## src/hw/rtl/qssf_pkg.sv

```systemverilog
`default_nettype none
package qssf_pkg;

    // Defaults for the screen geometry.
    localparam int SCREEN_WIDTH_DEF    = 320;
    localparam int SCREEN_LAST_ROW_DEF = 199;

    // Coordinate, quotient, numerator and crossing widths.
    localparam int CW = 11;
    localparam int QW = 11;
    localparam int NW = 22;
    localparam int XW = 13;

    localparam int NUM_EDGES    = 4;
    localparam int SETUP_STAGES = 3;
    localparam int DIV_STAGES   = QW;
    localparam int SIDE_DEPTH   = SETUP_STAGES + DIV_STAGES;

    // One edge on its way through the divider.
    typedef struct packed {
        logic [NW-1:0]        num;
        logic [QW-1:0]        den;
        logic                 neg;
        logic                 part;
        logic signed [CW-1:0] xa;
    } t_div_in;

    // Per-item fields that ride beside the edge pipelines.
    typedef struct packed {
        logic                 valid;
        logic                 row_ok;
        logic [7:0]           row;
        logic [7:0]           color;
        logic [15:0]          buffer;
    } t_side;

endpackage
`default_nettype wire

```

## src/hw/rtl/qssf_edge.sv

```systemverilog
`default_nettype none
module qssf_edge (
    input  wire logic                          i_clk,
    input  wire logic signed [qssf_pkg::CW-1:0] i_xa,
    input  wire logic signed [qssf_pkg::CW-1:0] i_ya,
    input  wire logic signed [qssf_pkg::CW-1:0] i_xb,
    input  wire logic signed [qssf_pkg::CW-1:0] i_yb,
    input  wire logic signed [qssf_pkg::CW-1:0] i_row,
    output qssf_pkg::t_div_in                  o_div
);
    import qssf_pkg::*;

    // Stage 1: differences and the span test.
    logic signed [CW:0]   r_dy, r_dx, r_rr;
    logic                 r_part1;
    logic signed [CW-1:0] r_xa1;
    // Stage 2: product.
    logic signed [2*CW+1:0] r_prod;
    logic signed [CW:0]     r_dy2;
    logic                   r_part2;
    logic signed [CW-1:0]   r_xa2;
    // Stage 3: magnitudes and quotient sign.
    t_div_in r_div;

    logic signed [CW:0]     n_dy, n_dx, n_rr;
    logic                   n_part;
    logic signed [2*CW+1:0] n_prod, n_pmag;
    logic signed [CW:0]     n_dmag;

    always_comb begin
        n_dy   = (CW+1)'(i_yb) - (CW+1)'(i_ya);
        n_dx   = (CW+1)'(i_xb) - (CW+1)'(i_xa);
        n_rr   = (CW+1)'(i_row) - (CW+1)'(i_ya);
        n_part = (i_ya != i_yb) && ((i_ya >= i_row) || (i_yb >= i_row))
                 && ((i_ya <= i_row) || (i_yb <= i_row));
        n_prod = r_rr * r_dx;
        n_pmag = r_prod[2*CW+1] ? -r_prod : r_prod;
        n_dmag = r_dy2[CW] ? -r_dy2 : r_dy2;
    end

    always_ff @(posedge i_clk) begin
        r_dy    <= n_dy;
        r_dx    <= n_dx;
        r_rr    <= n_rr;
        r_part1 <= n_part;
        r_xa1   <= i_xa;

        r_prod  <= n_prod;
        r_dy2   <= r_dy;
        r_part2 <= r_part1;
        r_xa2   <= r_xa1;

        r_div.num  <= n_pmag[NW-1:0];
        r_div.den  <= n_dmag[QW-1:0];
        r_div.neg  <= r_prod[2*CW+1] ^ r_dy2[CW];
        r_div.part <= r_part2;
        r_div.xa   <= r_xa2;
    end

    assign o_div = r_div;

endmodule
`default_nettype wire

```

## config.mk

```make
export PLATFORM = sky130hd
export DESIGN_NAME = qssf_edge
export DESIGN_NICKNAME = d
export VERILOG_FILES = /design/src/hw/rtl/qssf_pkg.sv /design/src/hw/rtl/qssf_edge.sv
export SDC_FILE = /design/constraint.sdc
export NUM_CORES = 1
export LEC_CHECK = 0
export BUFFER_PORTS_ARGS = -buffer_cell sky130_fd_sc_hd__buf_2
export CAP_MARGIN = 25
export CORE_MARGIN = 8
export CORE_UTILIZATION = 53
export DETAILED_ROUTE_END_ITERATION = 8
export HOLD_SLACK_MARGIN = 0.15
export PLACE_DENSITY = 0.72
export SYNTH_ARGS = -nofsm -noshare
export SYNTH_HDL_FRONTEND = slang
export SYNTH_SLANG_ARGS = --single-unit
```

## constraint.sdc

```tcl
create_clock -name i_clk -period 13.2 [get_ports i_clk]
set_input_delay 0.66 -clock i_clk [delete_from_list [all_inputs] [get_ports i_clk]]
set_output_delay 0.66 -clock i_clk [all_outputs]
set_load 0.02 [all_outputs]
```

# After elaboration in Yosys (flattened, before gate mapping)
# Cells that the tools add are included.
# op_classes
n_bitwise	1
muxes	2
n_eq_ne	1
mul	1
n_lt_le_gt_ge	4
n_addsub	5
div	0
n_reduce_logical	4
n_shift	0
# ops
cell	count
11-bit by 11-bit subtractor with 12-bit output	3
12-bit by 12-bit multiplier with 24-bit output	1
11-bit >= comparator	2
11-bit <= comparator	2
22-bit two-way mux	1
22-bit negator	1
11-bit two-way mux	1
11-bit != test	1
11-bit negator	1
1-bit logical AND	2
1-bit logical OR	2
1-bit XOR	1
# word_totals
out_inout_bits	46
romBits	0
latch_bits	0
word_cells	32
mem_bits_rw	0
memories	0
regBits	142

# Depth between registers and ports, before layout
# logic_depth
depth_word	4
depth_mapped	20
ltp_nobuf	18

# Least setup slack after synthesis
# Ideal clock, no wire load.
# synth_path
kind	register to register
start	register r_dx[0]
end	register r_prod[23]
setup_time_ns	0.126
synth_period_minus_slack_ns	5.218
required_ns	13.074
setup_slack_ns	7.982
stages_incl_launch_ff	21
t_arrival_ns	5.092
cell_sequence	dfxtp_1 > clkbuf_1 > nand2_1 > inv_1 > fa_1 > ha_1 > inv_1 > fa_1 > inv_1 > fa_1 > inv_1 > fa_1 > inv_1 > ha_1 > clkbuf_1 > and3_1 > a221o_1 > nor2_1 > a21oi_1 > a311oi_1 > xnor2_1
# synth_between
elab_chain_len	1
# synth_rtl
item	line_no	text
from (decl)	qssf_edge.sv:14	logic signed [CW:0] r_dy, r_dx, r_rr;
from (signal assigned)	qssf_edge.sv:43	r_dx <= n_dx;
12-bit by 12-bit multiplier with 24-bit output	qssf_edge.sv:36	n_prod = r_rr * r_dx;
via n_prod[23]	qssf_edge.sv:27	logic signed [2*CW+1:0] n_prod, n_pmag;
to (signal assigned)	qssf_edge.sv:48	r_prod <= n_prod;
to (decl)	qssf_edge.sv:18	logic signed [2*CW+1:0] r_prod;
# The timed path passes the listed nets, and every way through them passes these cells.

# Worst setup path after layout
# Ends and elaborated chain as after synthesis.

==> flow_summary.ini <==
[status]
status = complete, no violations

[critical_path]
crit_path_start_kind = register
cp.arrival_ns = 6.04
end_kind = register
critPathRequiredTime_ns = 13.50
cpMaxStageDelayCell = dfxtp_1
crit_fanout = 12
r2r_slack_ns = 7.46
cpMostUsedCell = inv_1
crit_type = register to register
cp_cell_sequence = nand2_1 > inv_1 > fa_1 > ha_1 > inv_1 > fa_1 > inv_1 > fa_1 > inv_1 > fa_1 > inv_1 > ha_1 > nand4_1 > a2111oi_0 > nor2_1 > a21oi_1 > a311oi_1 > xnor2_1
cpPeakStageDelay_ns = 0.56

[floorplanning]
initial_utilization = 0.541
die_width_um = 160
fp-row-count = 52
die_area_um2 = 25600
die_h_um = 160
core_um2 = 20300
ios = 102

[routing]
ant_nets = 0
drt_iter0_markers = 377
vias_per_cell = 5.16
wire_per_inst_um = 14.4
vias = 7985
totalWireLength_um = 22300
post-route-drc-count = 0
dr.pass1.iters = 4

[clocking]
cts.sinks = 141
clockRootBuffer = clkbuf_16
cts_tree = done
cts-htree-levels = 4
cts_made_buffers = 17
post_cts.repair.setup_buffers = 0
path_clk_slew_ns = 0.06
cts_resized = 0
hold_buffers = 0
cts_buffer_depth = 2
insertion_delay_ns = 0.43

[logic_synthesis]
ys_warn_count = 0
yosysMostFrequentCell = inv_1
seq_area_frac_synth = 0.257
synth.top_cell.area_share = 0.257
ys.flop_type = dfxtp_1
synth.avg_cell_area_um2 = 9.36
synth_seq_cells = 141
synth_fp_nets = 1468
synth_cell_types = 55
yosysTopAreaCell = dfxtp_1
ys_top_cells_by_area = dfxtp_1, fa_1, ha_1
synth-edff-count = 0
syn_area_um2 = 11000
synthCells = 1173
ys_top_cells_by_count = inv_1, dfxtp_1, fa_1
synth-async-reset-ratio = 0

[global_routing]
first_global_vias = 8566
antenna_found_initial = 1
grt_first_pass_wirelength_um = 39000
overflow = 0
grt_max_degree = 24
track_usage = 0.184

[timing]
fin_crit_sh = 0.435
max_freq_mhz = 174
fin_tns_setup_ns = 0
setup_violations = 0
period_needed_ns = 5.74
slew_violations = 0
rsz0062_at_grt = false
clock-skew-final_ns = 0.00964
final-hold-violation-count = 0
tightest_slew_ns = 1.04
slew_headroom = 0.305

[run]
maxCapViolCount = 0

[finish]
final_nets = 1557
syn_to_final_growth_pct = 11.8
multiInputGateArea_um2 = 7110
drive_gt1_frac = 0.109
fill_cells = 1750
seq_area_um2 = 2820

[placement]
port_buffers = 101
gp_congestion = 0.863
place_hpwl_um = 17800

[worst_hold_path]
hold_path.class = register to register
area by class of cell:
type,count,share of cell area
flip-flops and latches,141,0.230
repair buffers,101,0.0412
multi-input cells,753,0.579
clock inverters,13,0.0105
inverters,248,0.0758
clock buffers,19,0.0353
diodes,1,0.000204
well taps,270,0.0275
worst max-delay path: cells and delay by family, from the launching register on:
family / cells / cell delay [ns]
XOR/XNOR: 1 / 0.15
adder cells (fa/ha/maj): 6 / 2.98
flip-flops: 1 / 0.56
AND/OR/NAND/NOR: 3 / 0.51
buffers and inverters: 5 / 0.53
AO/OA/AOI/OAI: 3 / 0.89
final timing paths:
check / from / end / depth (start not counted)
hold / removal: r_xa2[0]$_DFF_P_ / o_div[0]$_DFF_P_ / 0
hold reg to reg: r_xa2[0]$_DFF_P_ / o_div[0]$_DFF_P_ / 0
setup / recovery: r_dx[0]$_DFF_P_ / r_prod[23]$_DFF_P_ / 18
setup reg to reg: r_dx[0]$_DFF_P_ / r_prod[23]$_DFF_P_ / 18
state kept, by name (all words and copies together) (netlist names):
register / cells
r_part1: 1
r_xa1: 11
r_dy: 12
r_dy2: 12
r_dx: 12
o_div: 46
r_prod: 23
r_rr: 12
r_part2: 1
r_xa2: 11
per-layer routing:
layer | part of all wire | global-route usage
met5 | 0 | 0
met4 | 0.032 | 0.0858
met3 | 0.041 | 0.0342
met2 | 0.51 | 0.331
met1 | 0.41 | 0.208
cell families after synthesis:
family          synth area share
compound gates            0.0788
xor+xnor                  0.0590
fa+ha+maj                  0.369
buf+inv                   0.0954
flops                      0.257
mux                      0.00103
simple gates               0.140
metrics by stage:
stage,utilization,instances,area [um2],hold WS (ns),setup slack (ns)
after CTS,0.604,1545,12300,0.324,7.50
after global routing,0.605,1546,12300,0.331,7.17
after global placement,0.577,1513,11700,0.310,7.75
final,0.605,1546,12300,0.324,7.46
after floorplan,-,1173,11000,0.310,7.98
after detailed placement,0.577,1513,11700,0.312,7.54
layout by cell type (no fill, tap or decap), drive strengths merged, types with 20 or more instances in the layout:
cell | synthesis | routed
dfxtp | 141 | 141
nand2b | 20 | 20
buf | 2 | 101
and2 | 43 | 43
inv | 248 | 254
nand2 | 123 | 123
nor2 | 34 | 34
fa | 141 | 141
o21ai | 33 | 33
ha | 98 | 98
nor3 | 20 | 20
xnor2 | 61 | 61
a21oi | 35 | 35
Power is left out: the tool's default activity adds up to more than one toggle a clock period on the data nets, which glitch-free logic cannot reach.
