**src/hw/rtl/qssf_pkg.sv**
```systemverilog
`default_nettype none
package qssf_pkg;

    // Defaults for the screen geometry.
    localparam int SCREEN_WIDTH_DEF    = 320;
    localparam int SCREEN_LAST_ROW_DEF = 199;

    // Coordinate, quotient, numerator and crossing widths.
    localparam int CW = 11;
    localparam int QW = 11;
    localparam int NW = 22;
    localparam int XW = 13;

    localparam int NUM_EDGES    = 4;
    localparam int SETUP_STAGES = 3;
    localparam int DIV_STAGES   = QW;
    localparam int SIDE_DEPTH   = SETUP_STAGES + DIV_STAGES;

    // One edge on its way through the divider.
    typedef struct packed {
        logic [NW-1:0]        num;
        logic [QW-1:0]        den;
        logic                 neg;
        logic                 part;
        logic signed [CW-1:0] xa;
    } t_div_in;

    // Per-item fields that ride beside the edge pipelines.
    typedef struct packed {
        logic                 valid;
        logic                 row_ok;
        logic [7:0]           row;
        logic [7:0]           color;
        logic [15:0]          buffer;
    } t_side;

endpackage
`default_nettype wire

```
**src/hw/rtl/qssf_div.sv**
```systemverilog
`default_nettype none
module qssf_div (
    input  wire logic                  i_clk,
    input  qssf_pkg::t_div_in          i_in,
    output logic [qssf_pkg::QW-1:0]    o_q,
    output qssf_pkg::t_div_in          o_info
);
    import qssf_pkg::*;

    // Restoring division, one quotient bit per stage, most significant first.
    // The quotient is known to fit in QW bits because the row lies inside the edge.
    logic [NW-1:0] r_rem  [DIV_STAGES];
    logic [QW-1:0] r_q    [DIV_STAGES];
    t_div_in       r_info [DIV_STAGES];
    logic [NW-1:0] n_rem  [DIV_STAGES];
    logic [QW-1:0] n_q    [DIV_STAGES];

    for (genvar s = 0; s < DIV_STAGES; s++) begin : g_stage
        localparam int K = QW - 1 - s;
        logic [NW-1:0] rem_in;
        logic [QW-1:0] q_in;
        t_div_in       info_in;
        logic [NW-1:0] trial;
        logic          ge;

        if (s == 0) begin : g_first
            assign rem_in  = i_in.num;
            assign q_in    = '0;
            assign info_in = i_in;
        end else begin : g_next
            assign rem_in  = r_rem[s-1];
            assign q_in    = r_q[s-1];
            assign info_in = r_info[s-1];
        end

        always_comb begin
            trial    = NW'(info_in.den) << K;
            ge       = rem_in >= trial;
            n_rem[s] = ge ? rem_in - trial : rem_in;
            n_q[s]   = q_in | (QW'(ge) << K);
        end

        always_ff @(posedge i_clk) begin
            r_rem[s]  <= n_rem[s];
            r_q[s]    <= n_q[s];
            r_info[s] <= info_in;
        end
    end

    assign o_q    = r_q[DIV_STAGES-1];
    assign o_info = r_info[DIV_STAGES-1];

endmodule
`default_nettype wire

```
**config.mk**
```make
export PLATFORM = sky130hd
export DESIGN_NAME = qssf_div
export DESIGN_NICKNAME = d
export VERILOG_FILES = /design/src/hw/rtl/qssf_pkg.sv /design/src/hw/rtl/qssf_div.sv
export SDC_FILE = /design/constraint.sdc
export NUM_CORES = 1
export LEC_CHECK = 0
export ABC_AREA = 1
export BUFFER_PORTS_ARGS = -buffer_cell sky130_fd_sc_hd__buf_2
export CELL_PAD_IN_SITES_DETAIL_PLACEMENT = 0
export CELL_PAD_IN_SITES_GLOBAL_PLACEMENT = 1
export CORE_UTILIZATION = 47
export CTS_CLUSTER_DIAMETER = 120
export DETAILED_ROUTE_END_ITERATION = 8
export GPL_TIMING_DRIVEN = 0
export PLACE_DENSITY = 0.8
export REMOVE_ABC_BUFFERS = 1
export SKIP_LAST_GASP = 1
export SLEW_MARGIN = 20
export SYNTH_ARGS = -nofsm -noshare
export SYNTH_HDL_FRONTEND = slang
export SYNTH_SLANG_ARGS = --single-unit
```
**constraint.sdc**
```tcl
create_clock -name i_clk -period 2.3 [get_ports i_clk]
set_input_delay 0.46 -clock i_clk [delete_from_list [all_inputs] [get_ports i_clk]]
set_output_delay 0.46 -clock i_clk [all_outputs]
set_load 0.02 [all_outputs]
```
### Word level (Yosys, flattened, before mapping)

Memories as Yosys holds them, arrays and structs flattened.
Cells that the tools add are included.

* $add $sub $neg: 11
* order comparisons: 11
* multiplexer cells: 11
* bitwise operators: 10

Operator list (count)
* $mux 22: 11
* $ge 22x11->1: 1
* $ge 22x12->1: 1
* $ge 22x13->1: 1
* $ge 22x14->1: 1
* $ge 22x15->1: 1
* $ge 22x16->1: 1
* $ge 22x17->1: 1
* $ge 22x18->1: 1
* $ge 22x19->1: 1
* $ge 22x20->1: 1
* $ge 22x21->1: 1
* $sub 22x11->22: 1
* $sub 22x12->22: 1
* $sub 22x13->22: 1
* $sub 22x14->22: 1
* $sub 22x15->22: 1
* $sub 22x16->22: 1
* $sub 22x17->22: 1
* $sub 22x18->22: 1
* $sub 22x19->22: 1
* $sub 22x20->22: 1
* $sub 22x21->22: 1
* $or 11x1->11: 1
* 9 further kinds: 9

* flip-flop bits (word level): 0
* memory bits (writable): 869
* input port bits: 47
* output and inout port bits: 57
* logic and storage cells: 46
* memories: 3

Memories
* r_info: depth 11, bits a word 46, rd ports 11, clocked after memory_dff 0, wr ports 11, line qssf_div.sv:14 `t_div_in r_info [DIV_STAGES];`
* r_rem: depth 11, bits a word 22, rd ports 10, clocked after memory_dff 0, wr ports 11, line qssf_div.sv:12 `logic [NW-1:0] r_rem [DIV_STAGES];`
* r_q: depth 11, bits a word 11, rd ports 11, clocked after memory_dff 0, wr ports 11, line qssf_div.sv:13 `logic [QW-1:0] r_q [DIV_STAGES];`

### Depth between registers and ports, before layout

Gate-level depths: netlist (run 1).
An unclocked memory read counts as a cell.

* word-level depth: 3
* mapped depth: 15
* depth with buffers taken out: 14

### Worst setup path after synthesis (run 1)

OpenSTA, ideal clock, no wires.

* kind: input -> register
* start point: input port i_in[34] (netlist bit)
* end point: memory r_rem[0][11]
* setup time: 0.112 ns
* arrival: 1.808 ns
* required time: 2.188 ns
* path slack: 0.380 ns
* stages: 12
* buffers on the path: 1
* cells stage by stage: inv_1 > ha_1 > fa_1 > inv_1 > nand3_1 > nand2_1 > nand4_1 > nand3_1 > nor2b_1 > buf_2 > nand2_1 > nand2_1

RTL lines
* start: declaration: line qssf_div.sv:4 `input qssf_pkg::t_div_in i_in,`
* end: declaration: line qssf_div.sv:12

==> results of run 1 <==
[power breakdown]
part           total (mW)  internal (mW)  leakage, nW  switching (mW)
Clock                12.5           7.66         1.28            4.88
Sequential           16.3           15.0         6.20            1.31
Combinational        13.2           4.94         7.20            8.28
[cell families after synthesis]
group	after synthesis	share of synthesized area, %
compound gates	212	5.247
xor+xnor	76	2.585
fa+ha+maj	131	6.656
buf+inv	408	6.462
flops	737	57.29
simple gates	1294	21.76
[registers in the layout, indices dropped and copies added, names as in the netlist]
register	cells
r_info	451
r_rem	220
r_q	66
[layer usage]
metal / wire [microns] / share of wire, %
met1: 25130 / 45
met3: 1755 / 3.1
met4: 1753 / 3.1
met5: 0 / 0
met2: 27760 / 49
[critical path: stages, from the launching register on]
cell	delay, ns
dfxtp_1	0.35
inv_1	0.05
ha_1	0.34
nand2_1	0.10
nand2_1	0.06
nor2_1	0.32
o211ai_1	0.30
nor2_4	0.43
o21ai_2	0.10
[final timing paths]
| path | to | cells past startpoint | slack, ns | startpoint |
|---|---|---|---|---|
| worst max-delay path | r_rem[7][5] | 8 | 0.13 | r_info[6][15] |
| worst min-delay path | r_info[0][34] | 1 | 0.04 | i_in[34] |
| worst max register to register | r_rem[7][5] | 8 | 0.13 | r_info[6][15] |
| worst min register to register | r_info[7][37] | 0 | 0.31 | r_info[6][37] |
[area by class of cell]
type	count	area (sq um)
clock buffer	104	2133
clock inverter	27	486.7
fill	4827	23730
inverter	389	1480
multi-input combinational	1714	9460
sequential	737	14750
tap	696	870.8
timing repair buffer	162	1094
timing repair inverter	2	17.52
[placed cells by master, fill, tap and decap left out, types with 5 or more instances in the layout]
| master | n |
|---|---|
| nand2_4 | 8 |
| nand2_1 | 751 |
| nand2_2 | 21 |
| nand3b_1 | 17 |
| xnor2_1 | 30 |
| nand3_2 | 5 |
| dlygate4sd3_1 | 39 |
| dfxtp_1 | 737 |
| or2_2 | 5 |
| inv_1 | 368 |
| buf_4 | 17 |
| o21ai_2 | 25 |
| o21ai_0 | 42 |
| nand3_1 | 152 |
| clkbuf_16 | 73 |
| fa_1 | 9 |
| bufinv_16 | 10 |
| nand3_4 | 5 |
| a21oi_2 | 30 |
| clkbuf_1 | 12 |
| o21bai_1 | 6 |
| ha_1 | 120 |
| nor2_2 | 11 |
| clkbuf_8 | 19 |
| a21o_1 | 5 |
| clkinv_2 | 9 |
| nand4_1 | 55 |
| nor2_1 | 212 |
| nor3_1 | 26 |
| inv_2 | 17 |
| buf_2 | 103 |
| a21oi_1 | 85 |
| xor2_1 | 46 |
[repair_timing]
action,CTS,global route
gates resized for setup,10,19
pin swaps,4,4
endpoints found under the hold margin,38,1
hold buffers,38,1
cloned,0,3
setup buffers,5,15
endpoints found under the setup margin,65,83
==> flow_summary_export.csv, run 1 <==
group,metric,value,unit
yosys,syn_area_per_cell,9.011,sq um
placement,place_ws,-0.4736,ns
placement,dpl_cell_area,0.02694,sq mm
critical_path,cp-end-kind,"flip-flop",
clock_tree,cts_tree,"built",
yosys,synth-seq-area-share,57.29,%
clock_tree,clock_path_buffers,3,
die,num_rows,85,
yosys,ys_async_sr_fraction,0,%
clock_tree,cts_root_buf,"clkbuf_16",
timing,period_minus_slack,2.167,ns
clock_tree,cts_made_buffers,73,
global_routing,use_met3,3.207,%
die,start_util,47.67,%
clock_tree,cts_sinks,737,
placement,hpwl,43.30,mm
critical_path,startpoint_type,"flip-flop",
power,p_per_area,1390,mW/mm^2
yosys,synth_commonest_cells,"nand2_1 (753), dfxtp_1 (737), inv_1 (372), nor2_1 (213), nand3_1 (155)",
routing,ant_nets,0,
timing,setup_ws,0.1327,ns
critical_path,path_max_fanout,10,
timing,fmax,0.4614,GHz
placement,portBuffers,103,
timing,hold_violations,0,
die,core,0.05403,sq mm
global_routing,gr-usage-met2,36.60,%
layout,antenna_cells,0,
global_routing,grt_pass1_vias,17913,
global_routing,grt_pass1_wl,90.85,mm
global_routing,grt-ovfl-total,0,
routing,first_iter_violations,808,
routing,wl_per_cell,14.72,microns
timing,relSlewSlack,60.69,%
timing,fin_crit_sh,94.23,%
status,status,"complete, no violations",
yosys,synth.most_common_cell,"nand2_1",
routing,routed_wl,56.40,mm
layout,fin_nets,3257,
power,leakage,14.69,nW
die,die-area,0.05573,sq mm
timing,skew,0.03125,ns
critical_path,worstPathArrival,2.64,ns
die,die_w,236.1,microns
die,die_y,236.1,microns
die,ios,104,
critical_path,path_class,"flip-flop to flip-flop",
routing,drc_errors,0,
placement,place.gp.congestion,0.8838,
global_routing,top_usage_layer,"met2",
global_routing,grt_max_degree,27,
routing,firstDrtPassIters,5,
yosys,synth_edf_count,0,
layout,post-route-cell-area,0.03030,sq mm
routing,via_count,17940,
yosys,yosys.cell_types.count,53,
layout,drive_gt1_share,12.57,%
timing,rsz0062_at_grt,"false",
power,vdd_drop_max,651.6,uV
power,power,42.10,mW
layout,syn_to_final_growth,17.65,%
routing,viasPerCell,4.683,
global_routing,track_usage,20.47,%
yosys,ys_ff_latch,737,
global_routing,grtUsageMet1,24.79,%
yosys,yosysTopAreaCell,"dfxtp_1",
yosys,synthFlopType,"dfxtp_1",
hold_path,hold_class,"input pin to flip-flop",
timing,setup_viol,0,
yosys,syn_area,0.02575,sq mm
timing,slew_violations,0,
yosys,synth_cells,2858,
yosys,ys_warn_count,0,
critical_path,worstPathRequired,2.77,ns
timing,setup_tns,0,ns
timing,hold_slack,0.04100,ns
placement,dp_cells,3638,
clock_tree,path_clk_slew,0.06,ns
clock_tree,htree_levels,3,
yosys,synth_top_area_share,57.29,%
timing,worst_slew_pin_slew,0.5880,ns
flow_run,cap_violations,0,
layout,layout.cells.non_filler,3831,
global_routing,antenna_found_initial,0,
yosys,synth_area_leaders,"dfxtp_1 (57%), nand2_1 (11%), ha_1 (5.9%)",
layout,post-route-util,56.08,%
clock_tree,clock_latency,0.61,ns
No activity file was read; power rests on OpenSTA's default activity.
==> inputs of run 2 (changes only) <==
Settings changed: SETUP_SLACK_MARGIN set to 0.4.
==> flow_summary_export.csv, run 2 (synthesis results as in run 1) <==
group,metric,value,unit
layout,largest-register,"r_info",
routing,via_count,18939,
routing,drc_errors,0,
die,die_w,236.1,microns
timing,worst_slew_pin_slew,0.5361,ns
clock_tree,cts_sinks,737,
critical_path,cp_cell_sequence,"inv_2 -> ha_4 -> inv_4 -> fa_2 -> nand2_1 -> nand2_1 -> and2_4 -> nand2_4 -> nand2_4 -> nand2_8 -> nand2_8 -> nor2_8 -> buf_6 -> buf_12 -> nand2_2 -> nand2_2",
layout,largest_reg_flops,451,
timing,hold_slack,0.04200,ns
global_routing,track_usage,21.97,%
timing,fmax,0.5051,GHz
routing,wl_per_cell,15.63,microns
die,die-area,0.05573,sq mm
critical_path,cp-end-kind,"flip-flop",
timing,setup_ws,0.3201,ns
global_routing,grt_max_degree,17,
timing,hold_violations,0,
clock_tree,cts_tree,"built",
routing,first_iter_violations,765,
layout,syn_to_final_growth,30.82,%
critical_path,path_class,"flip-flop to flip-flop",
critical_path,worstPathRequired,2.85,ns
critical_path,startpoint_type,"flip-flop",
status,status,"complete, no violations",
layout,layout_commonest_cell,"dfxtp_1",
timing,rsz0062_at_grt,"true",
layout,mostFrequentLayoutCells,"dfxtp_1 (693), nand2_1 (600), inv_1 (345)",
routing,ant_nets,0,
critical_path,cp.buffers_inverters,4,
placement,dpl_cell_area,0.02694,sq mm
critical_path,cpMaxStageDelayCell,"fa_2",
clock_tree,clock_path_buffers,3,
die,start_util,47.67,%
hold_path,hold_class,"input pin to flip-flop",
global_routing,grt_pass1_vias,18986,
timing,relSlewSlack,63.99,%
timing,fin_crit_sh,86.08,%
clock_tree,cts_root_buf,"clkbuf_16",
global_routing,grt_pass1_wl,96.80,mm
clock_tree,path_clk_slew,0.06,ns
placement,place.gp.congestion,0.8838,
layout,fin_nets,3383,
layout,drive_gt1_share,27.75,%
timing,period_minus_slack,1.980,ns
routing,viasPerCell,4.786,
clock_tree,clock_latency,0.62,ns
global_routing,antenna_found_initial,0,
die,ios,104,
die,core,0.05403,sq mm
power,vdd_drop_max,670.1,uV
critical_path,cpPeakStageDelay,0.33,ns
die,die_y,236.1,microns
layout,largestRegisters,"r_info x451, r_rem x220, r_q x66",
layout,antenna_cells,0,
timing,setup_viol,0,
placement,place_ws,-0.4736,ns
die,num_rows,85,
clock_tree,htree_levels,3,
timing,slew_violations,0,
placement,hpwl,43.30,mm
layout,layout.cells.non_filler,3957,
power,p_per_area,1378,mW/mm^2
global_routing,grt-ovfl-total,0,
layout,post-route-cell-area,0.03369,sq mm
placement,portBuffers,103,
routing,routed_wl,61.85,mm
critical_path,path_delay_family,"simple AND/OR/NAND/NOR gates",
flow_run,cap_violations,0,
routing,firstDrtPassIters,5,
clock_tree,cts_made_buffers,73,
critical_path,worstPathArrival,2.53,ns
layout,post-route-util,62.36,%
placement,dp_cells,3638,
timing,skew,0.03173,ns
critical_path,path_max_fanout,6,
power,leakage,15.68,nW
[run 2: cell count changes in the layout (fill, tap and decap cells not counted), moves of 31 or more]
cell / before / now
nand2_4: 8 / 39
nand2_1: 751 / 600
nand2_2: 21 / 137
dfxtp_1: 737 / 693
ha_1: 120 / 51
buf_4: 17 / 102
ha_4: 1 / 63
dfxtp_2: 0 / 41
[run 2: stage by stage]
step | setup TNS, ns | power, mW
5_1_grt | 0 | 49.45
3_3_place_gp | -12.18 | 29.38
2_1_floorplan | 0 | 26.15
4_1_cts | 0 | 44.31
3_5_place_dp | -10.68 | 29.50
6_report | 0 | 46.41
[run 2: power breakdown]
| part | leakage, nW | switching, mW | internal [mW] | total (mW) |
|---|---|---|---|---|
| sequential | 6.21 | 1.66 | 15.0 | 16.7 |
| clock | 1.28 | 4.91 | 7.66 | 12.6 |
| combinational | 8.19 | 9.97 | 7.17 | 17.1 |
| total | 15.7 | 16.5 | 29.9 | 46.4 |
[run 2: layer usage]
| layer | vias to the layer above | routed length (microns) | GRT usage [%] | share of wire (%) |
|---|---|---|---|---|
| met5 | - | 0 | 0 | 0 |
| met2 | 357 | 30840 | 39.25 | 50 |
| met3 | 153 | 1970 | 3.441 | 3.2 |
| met4 | 0 | 2548 | 10.00 | 4.1 |
| met1 | 8695 | 26490 | 25.78 | 43 |
| li1 | 9734 | - | - | - |
[run 2: final timing paths]
kind                      start            end  slack (ns)  cells past startpoint
setup / recovery    r_rem[7][2]    r_rem[8][9]        0.32                     16
hold / removal         i_in[34]  r_info[0][34]        0.04                      1
setup reg to reg    r_rem[7][2]    r_rem[8][9]        0.32                     16
hold reg to reg   r_info[6][37]  r_info[7][37]        0.31                      0
[run 2: what timing repair did]
action / 4_1_cts / 5_1_grt
hold buffers: 38 / 1
cloned: 18 / 1
setup endpoints to repair: 162 / 171
resized for setup: 255 / 339
pin swaps: 87 / 123
endpoints found under the hold margin: 38 / 1
setup buffers: 83 / 47
[run 2: area by class of cell]
type                       instances  area, sq um
tap                              696        870.8
inverter                         389         1515
clock inverter                    27        486.7
timing repair buffer             276         2155
fill                            4495        20340
timing repair inverter             8        108.9
clock buffer                     104         2133
sequential                       737        14820
multi-input combinational       1720        11600
==> inputs of run 3 (changes only) <==
Settings changed: RECOVER_POWER set to 100.
==> flow_summary_export.csv, run 3 (synthesis results as in run 1) <==
group,metric,value,unit
status,status,"complete, no violations",
global_routing,track_usage,21.97,%
die,core,0.05403,sq mm
critical_path,path_class,"flip-flop to flip-flop",
routing,ant_nets,0,
timing,slew_violations,0,
layout,nFillCells,4623,
timing,worst_slew_pin_slew,0.5361,ns
power,combinationalPowerShare,36.5,%
critical_path,worstPathRequired,2.83,ns
routing,firstDrtPassIters,5,
hold_path,hold_class,"input pin to flip-flop",
routing,wl_per_cell,15.64,microns
timing,fin_crit_sh,91.66,%
placement,place.gp.congestion,0.8838,
power,vdd_drop_max,667.4,uV
clock_tree,clock_latency,0.61,ns
timing,skew,0.02946,ns
routing,drc_errors,0,
critical_path,path_max_fanout,6,
global_routing,grt_pass1_vias,18986,
clock_tree,cts_tree,"built",
placement,hpwl,43.30,mm
die,start_util,47.67,%
placement,portBuffers,103,
global_routing,top_usage_layer,"met2",
critical_path,r2r_cells,12,
critical_path,startpoint_type,"flip-flop",
layout,antenna_cells,0,
critical_path,cpPeakStageDelay,0.35,ns
global_routing,grtUsageMet1,25.78,%
layout,layout_commonest_cell,"dfxtp_1",
power,intPower,29.69,mW
global_routing,antenna_found_initial,0,
critical_path,rrSetupSlack,0.19,ns
clock_tree,cts_sinks,737,
global_routing,grt_max_degree,17,
layout,largest_reg_flops,451,
routing,via_count,18935,
critical_path,cpMaxStageDelayCell,"dfxtp_1",
power,p_sw,16.42,mW
timing,rsz0062_at_grt,"true",
clock_tree,cts_root_buf,"clkbuf_16",
timing,setup_viol,0,
die,die-area,0.05573,sq mm
die,die_w,236.1,microns
layout,drive_gt1_share,22.26,%
timing,period_minus_slack,2.108,ns
critical_path,worstPathArrival,2.64,ns
critical_path,rr_startpoint,"r_info[4][18]",
global_routing,gr-usage-met2,39.25,%
global_routing,grt-ovfl-total,0,
clock_tree,cts_made_buffers,73,
power,leakage,15.39,nW
global_routing,use_met3,3.441,%
timing,setup_ws,0.1919,ns
hold_path,min_path_cells,1,
layout,mostFrequentLayoutCells,"dfxtp_1 (734), nand2_1 (616), inv_1 (346)",
hold_path,worstHoldStart,"i_in[34]",
power,pwr-share-clk,27.3,%
layout,fin_nets,3383,
critical_path,rr_endpoint,"r_rem[5][12]",
power,p_per_area,1387,mW/mm^2
die,ios,104,
routing,viasPerCell,4.785,
layout,largest-register,"r_info",
global_routing,grt_pass1_wl,96.80,mm
power,swShare,35.61,%
critical_path,cp_cell_sequence,"inv_2 -> ha_1 -> nand2_4 -> nor2_4 -> nand4_1 -> nand3_1 -> nand2_1 -> nand2_4 -> buf_12 -> buf_16 -> nand2_2 -> nand2_1",
clock_tree,clock_path_buffers,3,
timing,hold_slack,0.08166,ns
timing,fmax,0.4744,GHz
timing,hold_violations,0,
clock_tree,path_clk_slew,0.06,ns
layout,largestRegisters,"r_info x451, r_rem x220, r_q x66",
die,die_y,236.1,microns
power,seq_power_share,36.2,%
layout,syn_to_final_growth,29.09,%
placement,place_ws,-0.4736,ns
critical_path,cp-end-kind,"flip-flop",
routing,first_iter_violations,783,
flow_run,cap_violations,0,
clock_tree,htree_levels,3,
timing,relSlewSlack,63.99,%
die,num_rows,85,
hold_path,hold_end,"r_info[0][34]",
timing,setup_tns,0,ns
routing,routed_wl,61.90,mm
[run 3: power by group through the flow]
stage	combinational [mW]	sequential, mW	clock, mW
6_report	16.8	16.7	12.6
5_1_grt	18.8	16.9	13.4
4_1_cts	14.9	16.5	12.9
3_5_place_dp	12.9	16.6	0
3_3_place_gp	12.8	16.6	0
2_1_floorplan	9.94	16.2	0
[run 3: area by class of cell]
cell class	instances	area (sq um)	share of cell area [%]
sequential	737	14760	44.39
tap	696	870.8	2.620
multi-input combinational	1720	11400	34.28
timing repair inverter	8	77.57	0.2334
timing repair buffer	276	2016	6.063
clock buffer	104	2133	6.417
inverter	389	1505	4.528
clock inverter	27	486.7	1.464
[run 3: critical path, delay by kind of cell, from the launching register on]
| family | cells | cell delay [ns] |
|---|---|---|
| adder cells (fa/ha/maj) | 1 | 0.35 |
| buffers and inverters | 3 | 0.29 |
| flip-flops | 1 | 0.35 |
| AND/OR/NAND/NOR | 8 | 1.05 |
[run 3: worst max-delay path by stage]
stage | slack, ns | to | from | cells past startpoint
5_1_grt | 0.09 | r_rem[5][12] | r_info[4][18] | 12
2_1_floorplan | 0.33 | r_rem[6][13] | r_rem[5][4] | 13
4_1_cts | 0.25 | r_rem[6][7] | r_rem[5][4] | 15
6_report | 0.19 | r_rem[5][12] | r_info[4][18] | 12
3_5_place_dp | -0.47 | r_rem[0][21] | i_in[22] | 9
3_3_place_gp | -0.51 | r_rem[0][21] | i_in[22] | 9
[run 3: metrics by stage]
| stage | instance area, sq um | std cells | util (%) | total power, mW |
|---|---|---|---|---|
| after CTS | 31980 | 3908 | 59.20 | 44.31 |
| after global routing | 33240 | 3957 | 61.53 | 49.14 |
| after detailed placement | 26940 | 3638 | 49.87 | 29.50 |
| final | 33240 | 3957 | 61.53 | 46.11 |
| after floorplan | 25560 | 2839 | - | 26.15 |
| after global placement | 26940 | 3638 | 49.87 | 29.38 |
[run 3: repair_timing]
action | 4_1_cts | 5_1_grt
gates cloned | 18 | 1
pin swaps | 87 | 123
hold buffers | 38 | 1
endpoints found under the hold margin | 38 | 1
setup buffers | 83 | 47
endpoints found under the setup margin | 162 | 171
resized for setup | 255 | 339
[run 3: metal layers]
metal | up-vias | part of all wire (%)
li1 | 9727 | -
met1 | 8720 | 43
met2 | 337 | 50
met3 | 151 | 3.1
met4 | 0 | 3.9
met5 | - | 0
