$ cat config.mk
export PLATFORM = sky130hd
export DESIGN_NAME = qssf_span
export DESIGN_NICKNAME = d
export VERILOG_FILES = /design/src/hw/rtl/qssf_pkg.sv /design/src/hw/rtl/qssf_span.sv
export SDC_FILE = /design/constraint.sdc
export NUM_CORES = 1
export LEC_CHECK = 0
export BUFFER_PORTS_ARGS = -buffer_cell sky130_fd_sc_hd__buf_2
export CAP_MARGIN = 0
export CORE_MARGIN = 4
export CORE_UTILIZATION = 46
export DETAILED_ROUTE_END_ITERATION = 7
export GPL_TIMING_DRIVEN = 0
export PLACE_DENSITY = 0.83
export SYNTH_ARGS = -nofsm -noshare
export SYNTH_HDL_FRONTEND = slang
export SYNTH_SLANG_ARGS = --single-unit
$ cat constraint.sdc
create_clock -name i_clk -period 9.75 [get_ports i_clk]
set_input_delay 2.4375 -clock i_clk [delete_from_list [all_inputs] [get_ports i_clk]]
set_output_delay 2.4375 -clock i_clk [all_outputs]
set_load 0.005 [all_outputs]
$ cat src/hw/rtl/qssf_pkg.sv
`default_nettype none
package qssf_pkg;

    // Defaults for the screen geometry.
    localparam int SCREEN_WIDTH_DEF    = 320;
    localparam int SCREEN_LAST_ROW_DEF = 199;

    // Coordinate, quotient, numerator and crossing widths.
    localparam int CW = 11;
    localparam int QW = 11;
    localparam int NW = 22;
    localparam int XW = 13;

    localparam int NUM_EDGES    = 4;
    localparam int SETUP_STAGES = 3;
    localparam int DIV_STAGES   = QW;
    localparam int SIDE_DEPTH   = SETUP_STAGES + DIV_STAGES;

    // One edge on its way through the divider.
    typedef struct packed {
        logic [NW-1:0]        num;
        logic [QW-1:0]        den;
        logic                 neg;
        logic                 part;
        logic signed [CW-1:0] xa;
    } t_div_in;

    // Per-item fields that ride beside the edge pipelines.
    typedef struct packed {
        logic                 valid;
        logic                 row_ok;
        logic [7:0]           row;
        logic [7:0]           color;
        logic [15:0]          buffer;
    } t_side;

endpackage
`default_nettype wire

$ cat src/hw/rtl/qssf_span.sv
`default_nettype none
module qssf_span #(
    parameter int SCREEN_WIDTH = qssf_pkg::SCREEN_WIDTH_DEF
) (
    input  wire logic                 i_clk,
    input  wire logic                 i_rst_n,
    input  wire logic [qssf_pkg::QW-1:0] i_q [qssf_pkg::NUM_EDGES],
    input  qssf_pkg::t_div_in         i_info [qssf_pkg::NUM_EDGES],
    input  qssf_pkg::t_side           i_side,
    output logic                      o_valid,
    output logic [7:0]                o_row,
    output logic [8:0]                o_start,
    output logic [8:0]                o_end,
    output logic [7:0]                o_color,
    output logic [15:0]               o_buffer
);
    import qssf_pkg::*;

    localparam logic signed [XW-1:0] W_S    = XW'(SCREEN_WIDTH);
    localparam logic signed [XW-1:0] LAST_S = XW'(SCREEN_WIDTH - 1);

    logic signed [XW-1:0] r_x    [NUM_EDGES];
    logic                 r_part [NUM_EDGES];
    t_side                r_side;
    t_side                n_side;
    logic signed [XW-1:0] n_x    [NUM_EDGES];

    logic                 r_valid;
    logic [7:0]           r_row, r_color;
    logic [8:0]           r_start, r_end;
    logic [15:0]          r_buffer;

    logic signed [XW-1:0] n_lo, n_hi;
    logic                 n_emit;

    // Sign the quotient and add the start column of the edge.
    always_comb begin
        for (int e = 0; e < NUM_EDGES; e++) begin
            n_x[e] = XW'(i_info[e].xa)
                     + (i_info[e].neg ? -$signed(XW'(i_q[e])) : $signed(XW'(i_q[e])));
        end
    end

    // The valid bit is cleared while reset is held.
    always_comb begin
        n_side       = i_side;
        n_side.valid = i_side.valid && i_rst_n;
    end

    // Least and greatest crossing, then the clamp to the screen.
    always_comb begin
        n_lo = W_S;
        n_hi = -XW'(1);
        for (int e = 0; e < NUM_EDGES; e++) begin
            if (r_part[e] && (r_x[e] < n_lo)) begin
                n_lo = r_x[e];
            end
            if (r_part[e] && (r_x[e] > n_hi)) begin
                n_hi = r_x[e];
            end
        end
        if (n_lo < 0) begin
            n_lo = '0;
        end
        if (n_hi > LAST_S) begin
            n_hi = LAST_S;
        end
        n_emit = r_side.valid && r_side.row_ok && (n_lo <= n_hi);
    end

    always_ff @(posedge i_clk) begin
        for (int e = 0; e < NUM_EDGES; e++) begin
            r_x[e]    <= n_x[e];
            r_part[e] <= i_info[e].part;
        end
        r_side   <= n_side;
        r_valid  <= n_emit && i_rst_n;
        r_row    <= r_side.row;
        r_start  <= n_lo[8:0];
        r_end    <= n_hi[8:0];
        r_color  <= r_side.color;
        r_buffer <= r_side.buffer;
    end

    assign o_valid  = r_valid;
    assign o_row    = r_row;
    assign o_start  = r_start;
    assign o_end    = r_end;
    assign o_color  = r_color;
    assign o_buffer = r_buffer;

endmodule
`default_nettype wire

# Word-level counts from Yosys, hierarchy flattened
# Memories as Yosys holds them, arrays and structs flattened.
# Cells that the tools add are included.
[totals] memories=2 word_cells=58 ram_bits=56 output_inout_bits=51 regBits=85 in_bits=264
[op_classes] muxes=14 reduce_logical=12 n_addsub=8 magnitude_cmp=11
[memory_table] memory="r_x" depth=4 word_bits=13 rd=4 rd_clocked_by_memory_dff=0 wr=4 line="qssf_span.sv:22" text="logic signed [XW-1:0] r_x [NUM_EDGES];"
[memory_table] memory="r_part" depth=4 word_bits=1 rd=4 rd_clocked_by_memory_dff=0 wr=4 line="qssf_span.sv:23" text="logic r_part [NUM_EDGES];"
[ops] operator="2-to-1 mux 13 bit" count=14
[ops] operator="adder 11 x 13 -> 13 bit" count=4
[ops] operator="negation 11 -> 13 bit" count=4
[ops] operator="> comparator 13 bit" count=3
[ops] operator="less-than comparator 13 bit" count=3
[ops] operator="> comparator 13 x 1 -> 1 bit (second input constant)" count=1
[ops] operator="> comparator 13 x 10 -> 1 bit (second input constant)" count=1
[ops] operator="less-or-equal comparator 13 bit" count=1
[ops] operator="less-than comparator 13 x 1 -> 1 bit (second input constant)" count=1
[ops] operator="less-than comparator 13 x 10 -> 1 bit (second input constant)" count=1
[ops] operator="logical AND 1 bit" count=12

# Longest topological paths before layout
# Gate-level depths: netlist of the first run.
[logic_depth] depth_word=17 ltp_mapped=60 depth_no_buf=54

# Worst setup path after synthesis of the first run
# No wires, ideal clock.
[synth_path] path_kind="reg2reg" from="memory r_x[0][9]" to="register r_valid, in the netlist o_valid" n_path_buf=6 required_time_ns=9.691 arrival_time_ns=9.641 path_stages_with_launch=57 slack_ns=0.051 setup_ns=0.059 period_less_slack_ns=9.699 path_cell_list="dfxtp_1 nor3_1 a21oi_1 nor2_1 clkbuf_1 nand2_1 ha_1 o21a_1 o211ai_1 a211o_1 a31oi_1 clkbuf_1 clkbuf_1 nor2_1 a31oi_1 ha_1 a21oi_1 nor2b_1 [21 not listed] a21oi_1 clkbuf_1 o21ai_0 o21ai_0 ha_1 nor2b_1 o21a_1 o21a_1 o21a_1 o21a_1 o21a_1 o21a_1 o21ai_0 a21oi_1 nor3_1 nor2_1 nor3_1 mux2_1"
[synth_lines] item="start, declared" line="qssf_span.sv:22"
[synth_lines] item="end signal, assigned" line="qssf_span.sv:77" text="r_valid <= n_emit && i_rst_n;"
[synth_lines] item="end, declared" line="qssf_span.sv:28" text="logic r_valid;"

==> results.sh, run 1 <==
export IMPL_outcome="completed"
export IMPL_hold_class="flip-flop to flip-flop"
export IMPL_syn_area_mm2=0.00921
export IMPL_cp_data_required_time_ns=10.13
export IMPL_num_vias=8368
export IMPL_placed_cell_area_mm2=0.0105
export IMPL_start_util_pct=47.0
export IMPL_h_tree_depth=4
export IMPL_ys_seq_area_share_pct=30.6
export IMPL_dieArea_mm2=0.0224
export IMPL_crit_path_max_fanout=10
export IMPL_power_frac_seq_pct=25.0
export IMPL_antenna_diode_count=0
export IMPL_worst_path_buf_inv=3
export IMPL_cp_top_family="compound AO/OA/AOI/OAI gates"
export IMPL_cts_tree="built"
export IMPL_clk_pin_slew_ns=0.07
export IMPL_fin_crit_sh_pct=98.2
export IMPL_synth_avg_cell_area_um2=9.08
export IMPL_powerDensity_mw_per_mm2=279
export IMPL_ys_warn_count=0
export IMPL_skew_ns=0.00905
export IMPL_ys_types=64
export IMPL_total_power_mw=3.30
export IMPL_core_mm2=0.0196
export IMPL_ios=315
export IMPL_grt_pass1_wl_mm=37.2
export IMPL_synth_most_common_cell="dfxtp_1"
export IMPL_ctsHoldBuffers=0
export IMPL_synth_edf_count=0
export IMPL_die_x_um=150
export IMPL_clk_latency_ns=0.43
export IMPL_synth_common_cells="dfxtp_1 (141), ha_1 (131), xnor2_1 (80)"
export IMPL_place_gp_congestion=0.996
export IMPL_vdd_ir_drop_max_uv=123
export IMPL_antenna_found_initial=0
export IMPL_async_flop_share_pct=0
export IMPL_cts_sinks=141
export IMPL_hold_viol_final=0
export IMPL_drive_gt1_share_pct=27.7
export IMPL_synth_area_top_cells="dfxtp_1 (31%), ha_1 (18%), xnor2_1 (7.6%), a21oi_1 (3.5%), mux2i_1 (3.5%)"
export IMPL_criticalPathCategory="flip-flop to flip-flop"
export IMPL_clock_power_share_pct=21.1
export IMPL_fin_area_mm2=0.0118
export IMPL_drv_slew=0
export IMPL_crit_path_end_kind="flip-flop"
export IMPL_synth_seq_cells=141
export IMPL_slowest_stage="or3_4"
export IMPL_arrival_ns=9.95
export IMPL_grt_max_degree=17
export IMPL_rows=51
export IMPL_power_leakage_nw=5.59
export IMPL_grt_overflow=0
export IMPL_grt_pass1_vias=7759
export IMPL_drt_iter0_drc=653
export IMPL_final_core_util_pct=60.4
export IMPL_synth_top_area_share_pct=30.6
export IMPL_comb_power_share_pct=53.9
export IMPL_setup_violations=0
export IMPL_crit_path_start_kind="flip-flop"
export IMPL_dr_pass1_iters=5
export IMPL_syn2layout_area_growth_pct=28.5
export IMPL_grt_use_total_pct=20.5
export IMPL_synthesis_nets=1414
export IMPL_p_sw_share_pct=41.0
export IMPL_clockBufferDepth=2
export IMPL_worst_slew_pin_slew_ns=0.791
export IMPL_cp_common_cell="o21a_1"
export IMPL_max_freq_mhz=104
export IMPL_final_nets=1651
export IMPL_fp_dieH_um=150
export IMPL_cap_violations=0
export IMPL_cpPeakStageDelay_ns=0.40
export IMPL_drc_errors=0
export IMPL_ant_nets=0
export IMPL_power_switching_mw=1.36
export IMPL_ys_flop_type="dfxtp_1"
export IMPL_synth_largest_area_cell="dfxtp_1"
export IMPL_maxSlewHeadroom_pct=47.1
export IMPL_wl_mm=24.6
export IMPL_clock_root_buffer="clkbuf_16"
export IMPL_p_int_mw=1.95
export IMPL_routed_via_density=5.47
export IMPL_numCtsBuffers=17
export IMPL_syn_inst=1015
export IMPL_period_minus_slack_ns=9.57
export IMPL_wl_per_cell_um=16.1
export IMPL_portBuffers=182
export IMPL_hpwl_mm=18.2
final cells by class:
class,count,area (um2)
fill,1609,7750
multi-input combinational,785,6370
sequential,141,2830
timing repair buffer,218,1200
clock buffer,17,425
tap,265,332
inverter,68,255
clock inverter,15,219
buffer,21,200
power by group through the flow:
stage	sequential [mW]	clock [mW]	combinational, mW
2_1_floorplan	0.775	0	1.09
3_3_place_gp	0.816	0	1.42
3_5_place_dp	0.819	0	1.45
4_1_cts	0.811	0.709	1.56
5_1_grt	0.834	0.736	1.95
6_report	0.826	0.698	1.78
per-stage QoR:
stage	TNS [ns]	cells	hold WS (ns)	worst slack (ns)
2_1_floorplan	0	1015	0.310	0.0507
3_3_place_gp	-1.88	1462	0.310	-1.88
3_5_place_dp	-2.13	1462	0.312	-2.13
4_1_cts	0	1507	0.326	0.0195
5_1_grt	-0.207	1530	0.328	-0.207
6_report	0	1530	0.325	0.176
routing by layer:
metal	vias up	wire, um	global-route usage, %
li1	4091	-	-
met1	3750	10300	27.5
met2	432	10900	33.1
met3	95	2490	3.60
met4	0	899	7.73
met5	-	0	0
flip-flops by register name, summed over array words and instances, names as in the netlist:
name	count
r_x	52
r_side	34
o_buffer	16
o_end	9
o_start	9
o_color	8
o_row	8
r_part	4
o_valid	1
placed cells by master, fill, tap and decap left out, types with 34 or more instances in the layout:
master / n
buf_2: 183
nor2_1: 63
dfxtp_1: 136
buf_4: 34
nand2_1: 53
o21ai_0: 39
a21oi_1: 54
ha_1: 125
xnor2_1: 80
inv_1: 66
logic make-up after synthesis:
logic type	Yosys count	synth area share, %
simple gates	271	15.0
xor+xnor	89	8.46
buf+inv	90	3.95
fa+ha+maj	137	18.9
compound gates	230	16.1
flops	141	30.6
mux	57	6.98
path summary, 6_finish.rpt:
| check | startpoint | depth (start not counted) | end | slack [ns] |
|---|---|---|---|---|
| setup / recovery | r_x[0][10] | 52 | o_valid | 0.18 |
| hold / removal | r_side[21] | 0 | o_color[5] | 0.33 |
| setup reg to reg | r_x[0][10] | 52 | o_valid | 0.18 |
| hold reg to reg | r_side[21] | 0 | o_color[5] | 0.33 |
worst reg2reg max path: cells and delay by family (launching register included):
family                     cells  cell delay, ns
buffers and inverters          3            0.51
and+or+nand+nor               17            2.72
adders and majority gates      4            1.17
DFF                            1            0.37
muxes                          3            0.89
AOI/OAI and AO/OA             25            3.87
what timing repair did:
item / in CTS / in global routing
endpoints found under the hold margin: 0 / 0
setup buffers: 13 / 23
pin swaps: 7 / 25
gates resized for setup: 56 / 73
gates cloned: 0 / 1
setup endpoints to repair: 5 / 1
(Power assumes the default switching activity.)
==> run 2, diff against run 1 <==
==> constraint.sdc (replaced) <==
create_clock -name i_clk -period 8.1 [get_ports i_clk]
set_input_delay 2.025 -clock i_clk [delete_from_list [all_inputs] [get_ports i_clk]]
set_output_delay 2.025 -clock i_clk [all_outputs]
set_load 0.005 [all_outputs]
==> run 2 against run 1 <==
Effect of this change:
- the flow now finishes with violations (negative setup slack)
- register-to-register slack lost 1.4 ns
- wire length up 4.9%
- first-iteration DRC count shrank 2.8%
- die area unchanged
- sequential share of layout area is 0.20 points lower
- sequential cell count unchanged
- cell count up 0.59%
- fmax is 2.6% higher
- total power is 22% higher
- clock skew rose by 0.0014 ns
- worst hold slack worse by 0.0064 ns
- largest power group unchanged
==> results.sh, run 2 (synthesis results as in run 1) <==
export IMPL_outcome="finished with violations"
export IMPL_violations="negative setup slack"
export IMPL_r2r_start="r_x[0][12]"
export IMPL_antenna_found_initial=2
export IMPL_p_int_mw=2.36
export IMPL_cpPeakStageDelay_ns=0.38
export IMPL_clockBufferDepth=2
export IMPL_crit_path_end_kind="flip-flop"
export IMPL_clk_pin_slew_ns=0.07
export IMPL_drive_gt1_share_pct=29.4
export IMPL_clock_power_share_pct=19.5
export IMPL_cts_sinks=141
export IMPL_power_frac_seq_pct=24.9
export IMPL_ff2ff_path_depth=50
export IMPL_powerDensity_mw_per_mm2=336
export IMPL_fillers=1583
export IMPL_start_util_pct=47.0
export IMPL_crit_path_max_fanout=6
export IMPL_tns_ns=-1.23
export IMPL_fp_dieH_um=150
export IMPL_crit_path_end="o_valid"
export IMPL_hold_ws_ns=0.319
export IMPL_worst_slew_pin_slew_ns=0.851
export IMPL_maxSlewHeadroom_pct=43.1
export IMPL_hold_viol_final=0
export IMPL_crit_path_start_kind="flip-flop"
export IMPL_most_common_layout_cells="buf_2 (182), dfxtp_1 (134), ha_1 (123)"
export IMPL_vdd_ir_drop_max_uv=153
export IMPL_startpoint="r_x[0][12]"
export IMPL_dieArea_mm2=0.0224
export IMPL_grt_pass1_vias=8427
export IMPL_worst_path_buf_inv=4
export IMPL_drt_iter0_drc=635
export IMPL_rows=51
export IMPL_largest_reg_flops=52
export IMPL_grt_overflow=0
export IMPL_grt_max_degree=20
export IMPL_slowest_stage="mux2i_4"
export IMPL_num_vias=8573
export IMPL_criticalPathCategory="flip-flop to flip-flop"
export IMPL_place_gp_congestion=0.964
export IMPL_hold_class="flip-flop to flip-flop"
export IMPL_cp_common_cell="o21a_1"
export IMPL_grt_use_total_pct=21.8
export IMPL_power_leakage_nw=5.64
export IMPL_skew_ns=0.0104
export IMPL_numCtsBuffers=17
export IMPL_clock_root_buffer="clkbuf_16"
export IMPL_ant_nets=0
export IMPL_p_sw_share_pct=41.2
export IMPL_hpwl_mm=18.9
export IMPL_ctsHoldBuffers=0
export IMPL_rsz0062_at_grt="yes"
export IMPL_cap_violations=0
export IMPL_syn2layout_area_growth_pct=30.0
export IMPL_fin_crit_sh_pct=115
export IMPL_top_register="r_x"
export IMPL_cts_tree="built"
export IMPL_arrival_ns=9.70
export IMPL_cp_data_required_time_ns=8.47
export IMPL_comb_power_share_pct=55.6
export IMPL_die_x_um=150
export IMPL_drc_errors=0
export IMPL_hp_start="r_side[26]"
export IMPL_final_common_cell="buf_2"
export IMPL_routed_via_density=5.57
export IMPL_drv_slew=0
export IMPL_fin_ws_ns=-1.23
export IMPL_r2r_slack_ns=-1.23
export IMPL_clk_latency_ns=0.43
export IMPL_grt_pass1_wl_mm=39.2
export IMPL_wl_per_cell_um=16.8
export IMPL_portBuffers=182
export IMPL_h_tree_depth=4
export IMPL_max_freq_mhz=107
export IMPL_final_nets=1659
export IMPL_cp_top_family="compound AO/OA/AOI/OAI gates"
export IMPL_dr_pass1_iters=5
export IMPL_worstSetupPathDepth=50
export IMPL_wl_mm=25.8
export IMPL_period_minus_slack_ns=9.33
export IMPL_core_mm2=0.0196
export IMPL_ios=315
export IMPL_setup_violations=1
export IMPL_power_switching_mw=1.66
export IMPL_r2r_end="o_valid"
run 2: area by class of cell:
cell class / instances / area (um2) / area share, %
Antenna cell: 1 / 2.50 / 0.0209
Buffer: 20 / 224 / 1.87
Inverter: 68 / 255 / 2.13
Clock buffer: 17 / 425 / 3.55
Multi-Input combinational cell: 784 / 6450 / 53.9
Timing Repair Buffer: 228 / 1270 / 10.6
Clock inverter: 15 / 175 / 1.46
Sequential cell: 141 / 2840 / 23.7
Tap cell: 265 / 332 / 2.77
run 2: worst register-to-register path, delay by kind of cell (launching register included):
family | cells | cell delay [ns]
buffers and inverters | 4 | 0.62
and+or+nand+nor | 12 | 1.56
DFF | 1 | 0.34
adders and majority gates | 4 | 1.01
muxes | 5 | 1.47
AOI/OAI and AO/OA | 25 | 4.25
run 2: what timing repair did:
action                                  in CTS  in global routing
pin swaps                                   26                 32
cloned                                       1                  0
endpoints found under the setup margin       9                  3
resized for setup                           59                 40
setup buffers                               38                  7
run 2: through the flow:
step                total power, mW  area [um2]  util (%)  setup WS [ns]  cells
CTS                            3.84       11800      60.1         -0.989   1531
finish                         4.02       12000      61.1          -1.23   1539
global route                   4.27       12000      61.1          -1.65   1539
detailed placement             2.82       10600      54.2          -2.03   1462
global placement               2.76       10600      54.2          -1.77   1462
floorplan                      2.31        9380         -         -0.577   1015
run 2: worst min path at each step:
| stage | slack (ns) | cells after the start | end |
|---|---|---|---|
| after floorplan | 0.31 | 0 | o_buffer[0] |
| after global placement | 0.31 | 0 | o_color[6] |
| after detailed placement | 0.31 | 0 | o_buffer[13] |
| after CTS | 0.32 | 0 | o_row[2] |
| after global routing | 0.33 | 0 | o_row[2] |
| final | 0.32 | 0 | o_row[2] |
run 2: power groups by stage:
stage	Sequential (mW)	Clock, mW	Combinational, mW
3_3_place_gp	0.984	0	1.77
2_1_floorplan	0.935	0	1.38
3_5_place_dp	0.987	0	1.83
4_1_cts	0.982	0.797	2.06
6_report	0.999	0.784	2.24
5_1_grt	1.01	0.827	2.43
run 2: metal layers:
metal | global-route usage, % | wire length (um) | part of all wire (%) | up-vias
met1 | 26.0 | 10400 | 40 | 3834
li1 | - | - | - | 4110
met2 | 36.4 | 11400 | 44 | 473
met5 | 0 | 7 | 0.027 | -
met4 | 10.5 | 1420 | 5.5 | 2
met3 | 5.78 | 2670 | 10 | 154
==> run 3, diff against run 2 <==
--- a/config.mk
+++ b/config.mk
@@ -12,6 +12,7 @@
 export DETAILED_ROUTE_END_ITERATION = 7
 export GPL_TIMING_DRIVEN = 0
 export PLACE_DENSITY = 0.83
+export SETUP_SLACK_MARGIN = 0.15
 export SYNTH_ARGS = -nofsm -noshare
 export SYNTH_HDL_FRONTEND = slang
 export SYNTH_SLANG_ARGS = --single-unit
==> run 3 against run 2 <==
Effect of this change:
- the run still ends with negative setup slack left
- combinational power is 4% higher
- wire length is 3.4% higher
- setup slack worse by 0.017 ns
- cell count is 0.52% higher
- sequential power hardly changed
- worst hold slack hardly changed
- core utilization is 0.86 points higher
- largest power group unchanged
==> results.sh, run 3 (synthesis results as in run 1) <==
export IMPL_fp_dieH_um=150
export IMPL_grt_pass1_wl_mm=39.4
export IMPL_grt_max_degree=17
export IMPL_ctsHoldBuffers=0
export IMPL_dp_cells=1462
export IMPL_cp_data_required_time_ns=8.48
export IMPL_min_path_cells=0
export IMPL_num_vias=8723
export IMPL_ant_nets=0
export IMPL_final_common_cell="buf_2"
export IMPL_ios=315
export IMPL_slowest_stage="or3_4"
export IMPL_r2r_slack_ns=-1.25
export IMPL_fin_crit_sh_pct=115
export IMPL_grt_overflow=0
export IMPL_clk_pin_slew_ns=0.07
export IMPL_cp_top_family="compound AO/OA/AOI/OAI gates"
export IMPL_dieArea_mm2=0.0224
export IMPL_die_x_um=150
export IMPL_grt_use_total_pct=21.9
export IMPL_drc_errors=0
export IMPL_area_sequential_mm2=0.00284
export IMPL_drt_iter0_drc=738
export IMPL_skew_ns=0.00990
export IMPL_hp_start="r_side[26]"
export IMPL_worst_path_buf_inv=5
export IMPL_worst_slew_pin_slew_ns=0.790
export IMPL_crit_path_max_fanout=10
export IMPL_fillers=1545
export IMPL_final_cells=1547
export IMPL_vdd_ir_drop_max_uv=146
export IMPL_rows=51
export IMPL_antenna_found_initial=2
export IMPL_fin_ws_ns=-1.25
export IMPL_dr_pass1_iters=6
export IMPL_fin_area_mm2=0.0121
export IMPL_clockBufferDepth=2
export IMPL_core_mm2=0.0196
export IMPL_powerDensity_mw_per_mm2=339
export IMPL_place_gp_congestion=0.964
export IMPL_crit_path_start_kind="flip-flop"
export IMPL_period_minus_slack_ns=9.35
export IMPL_min_to="o_row[2]"
export IMPL_placed_cell_area_mm2=0.0106
export IMPL_hold_viol_final=0
export IMPL_cts_tree="built"
export IMPL_setup_violations=1
export IMPL_max_freq_mhz=107
export IMPL_drive_gt1_share_pct=30.4
export IMPL_hpwl_mm=18.9
export IMPL_power_leakage_nw=5.71
export IMPL_drv_slew=0
export IMPL_crit_path_end_kind="flip-flop"
export IMPL_wl_mm=26.7
export IMPL_top_register="r_x"
export IMPL_start_util_pct=47.0
export IMPL_rsz0062_at_grt="yes"
export IMPL_cp_common_cell="o21a_1"
export IMPL_outcome="finished with violations"
export IMPL_ff2ff_path_depth=52
export IMPL_hold_class="flip-flop to flip-flop"
export IMPL_portBuffers=182
export IMPL_multi_input_area_mm2=0.00651
export IMPL_grt_pass1_vias=8418
export IMPL_arrival_ns=9.73
export IMPL_routed_via_density=5.64
export IMPL_numCtsBuffers=17
export IMPL_clk_latency_ns=0.43
export IMPL_cap_violations=0
export IMPL_cpPeakStageDelay_ns=0.38
export IMPL_largest_reg_flops=52
export IMPL_criticalPathCategory="flip-flop to flip-flop"
export IMPL_most_common_layout_cells="buf_2 (182), dfxtp_1 (133), ha_1 (119)"
export IMPL_h_tree_depth=4
export IMPL_syn2layout_area_growth_pct=31.8
export IMPL_wl_per_cell_um=17.3
export IMPL_clock_root_buffer="clkbuf_16"
export IMPL_r2r_start="r_x[0][10]"
export IMPL_final_nets=1667
export IMPL_maxSlewHeadroom_pct=47.2
export IMPL_cts_sinks=141
export IMPL_violations="negative setup slack"
export IMPL_r2r_end="o_valid"
==> run 3: worst max-delay path by stage <==
stage | endpoint | start | cells past startpoint
global route | o_valid | r_x[0][10] | 59
floorplan | o_valid | r_x[0][12] | 53
detailed placement | o_valid | r_x[0][9] | 56
finish | o_valid | r_x[0][10] | 52
global placement | o_valid | r_x[0][9] | 55
CTS | o_valid | r_x[0][12] | 52
==> run 3: what timing repair did <==
action | in CTS | in global routing
cloned | 1 | 1
pin swaps | 26 | 31
endpoints found under the setup margin | 9 | 7
buffers inserted | 39 | 11
gates resized for setup | 63 | 51
==> run 3: layout make-up <==
cell class	count	area share (%)
clock inverter	15	1.44
sequential	141	23.4
clock buffer	17	3.50
antenna	1	0.0206
inverter	68	2.10
multi-input combinational	784	53.6
timing repair buffer	234	11.0
tap	265	2.73
buffer	22	2.14
==> run 3: per-layer routing <==
metal / share of wire, % / GRT usage (%) / vias to the layer above / routed length (um)
met2: 44 / 36.4 / 519 / 11800
li1: - / - / 4127 / -
met3: 11 / 6.27 / 149 / 3020
met5: 0.026 / 0 / - / 7
met1: 39 / 26.1 / 3926 / 10500
met4: 4.9 / 10.4 / 2 / 1300
==> run 3: power breakdown <==
group	total, mW	leakage (nW)	switching [mW]	internal, mW
Clock	0.786	0.297	0.322	0.464
Combinational	2.32	4.22	1.21	1.11
Sequential	1.01	1.19	0.174	0.834
Total	4.11	5.71	1.71	2.40
==> run 3: worst reg2reg max path: cells and delay by family (launching register included) <==
family          cells  cell delay [ns]
compound gates     23             3.42
flops               1             0.36
simple gates       17             2.66
buf+inv             5             0.82
fa+ha+maj           4             1.16
mux                 3             0.87
==> run 3: through the flow <==
| stage | worst slack, ns | util [%] | hold WS, ns | TNS [ns] | power, mW |
|---|---|---|---|---|---|
| finish | -1.25 | 62.0 | 0.319 | -1.25 | 4.11 |
| CTS | -1.04 | 60.3 | 0.325 | -1.04 | 3.85 |
| detailed placement | -2.03 | 54.2 | 0.312 | -2.03 | 2.82 |
| floorplan | -0.577 | - | 0.310 | -0.577 | 2.31 |
| global route | -1.77 | 62.0 | 0.328 | -1.77 | 4.36 |
| global placement | -1.77 | 54.2 | 0.310 | -1.77 | 2.76 |
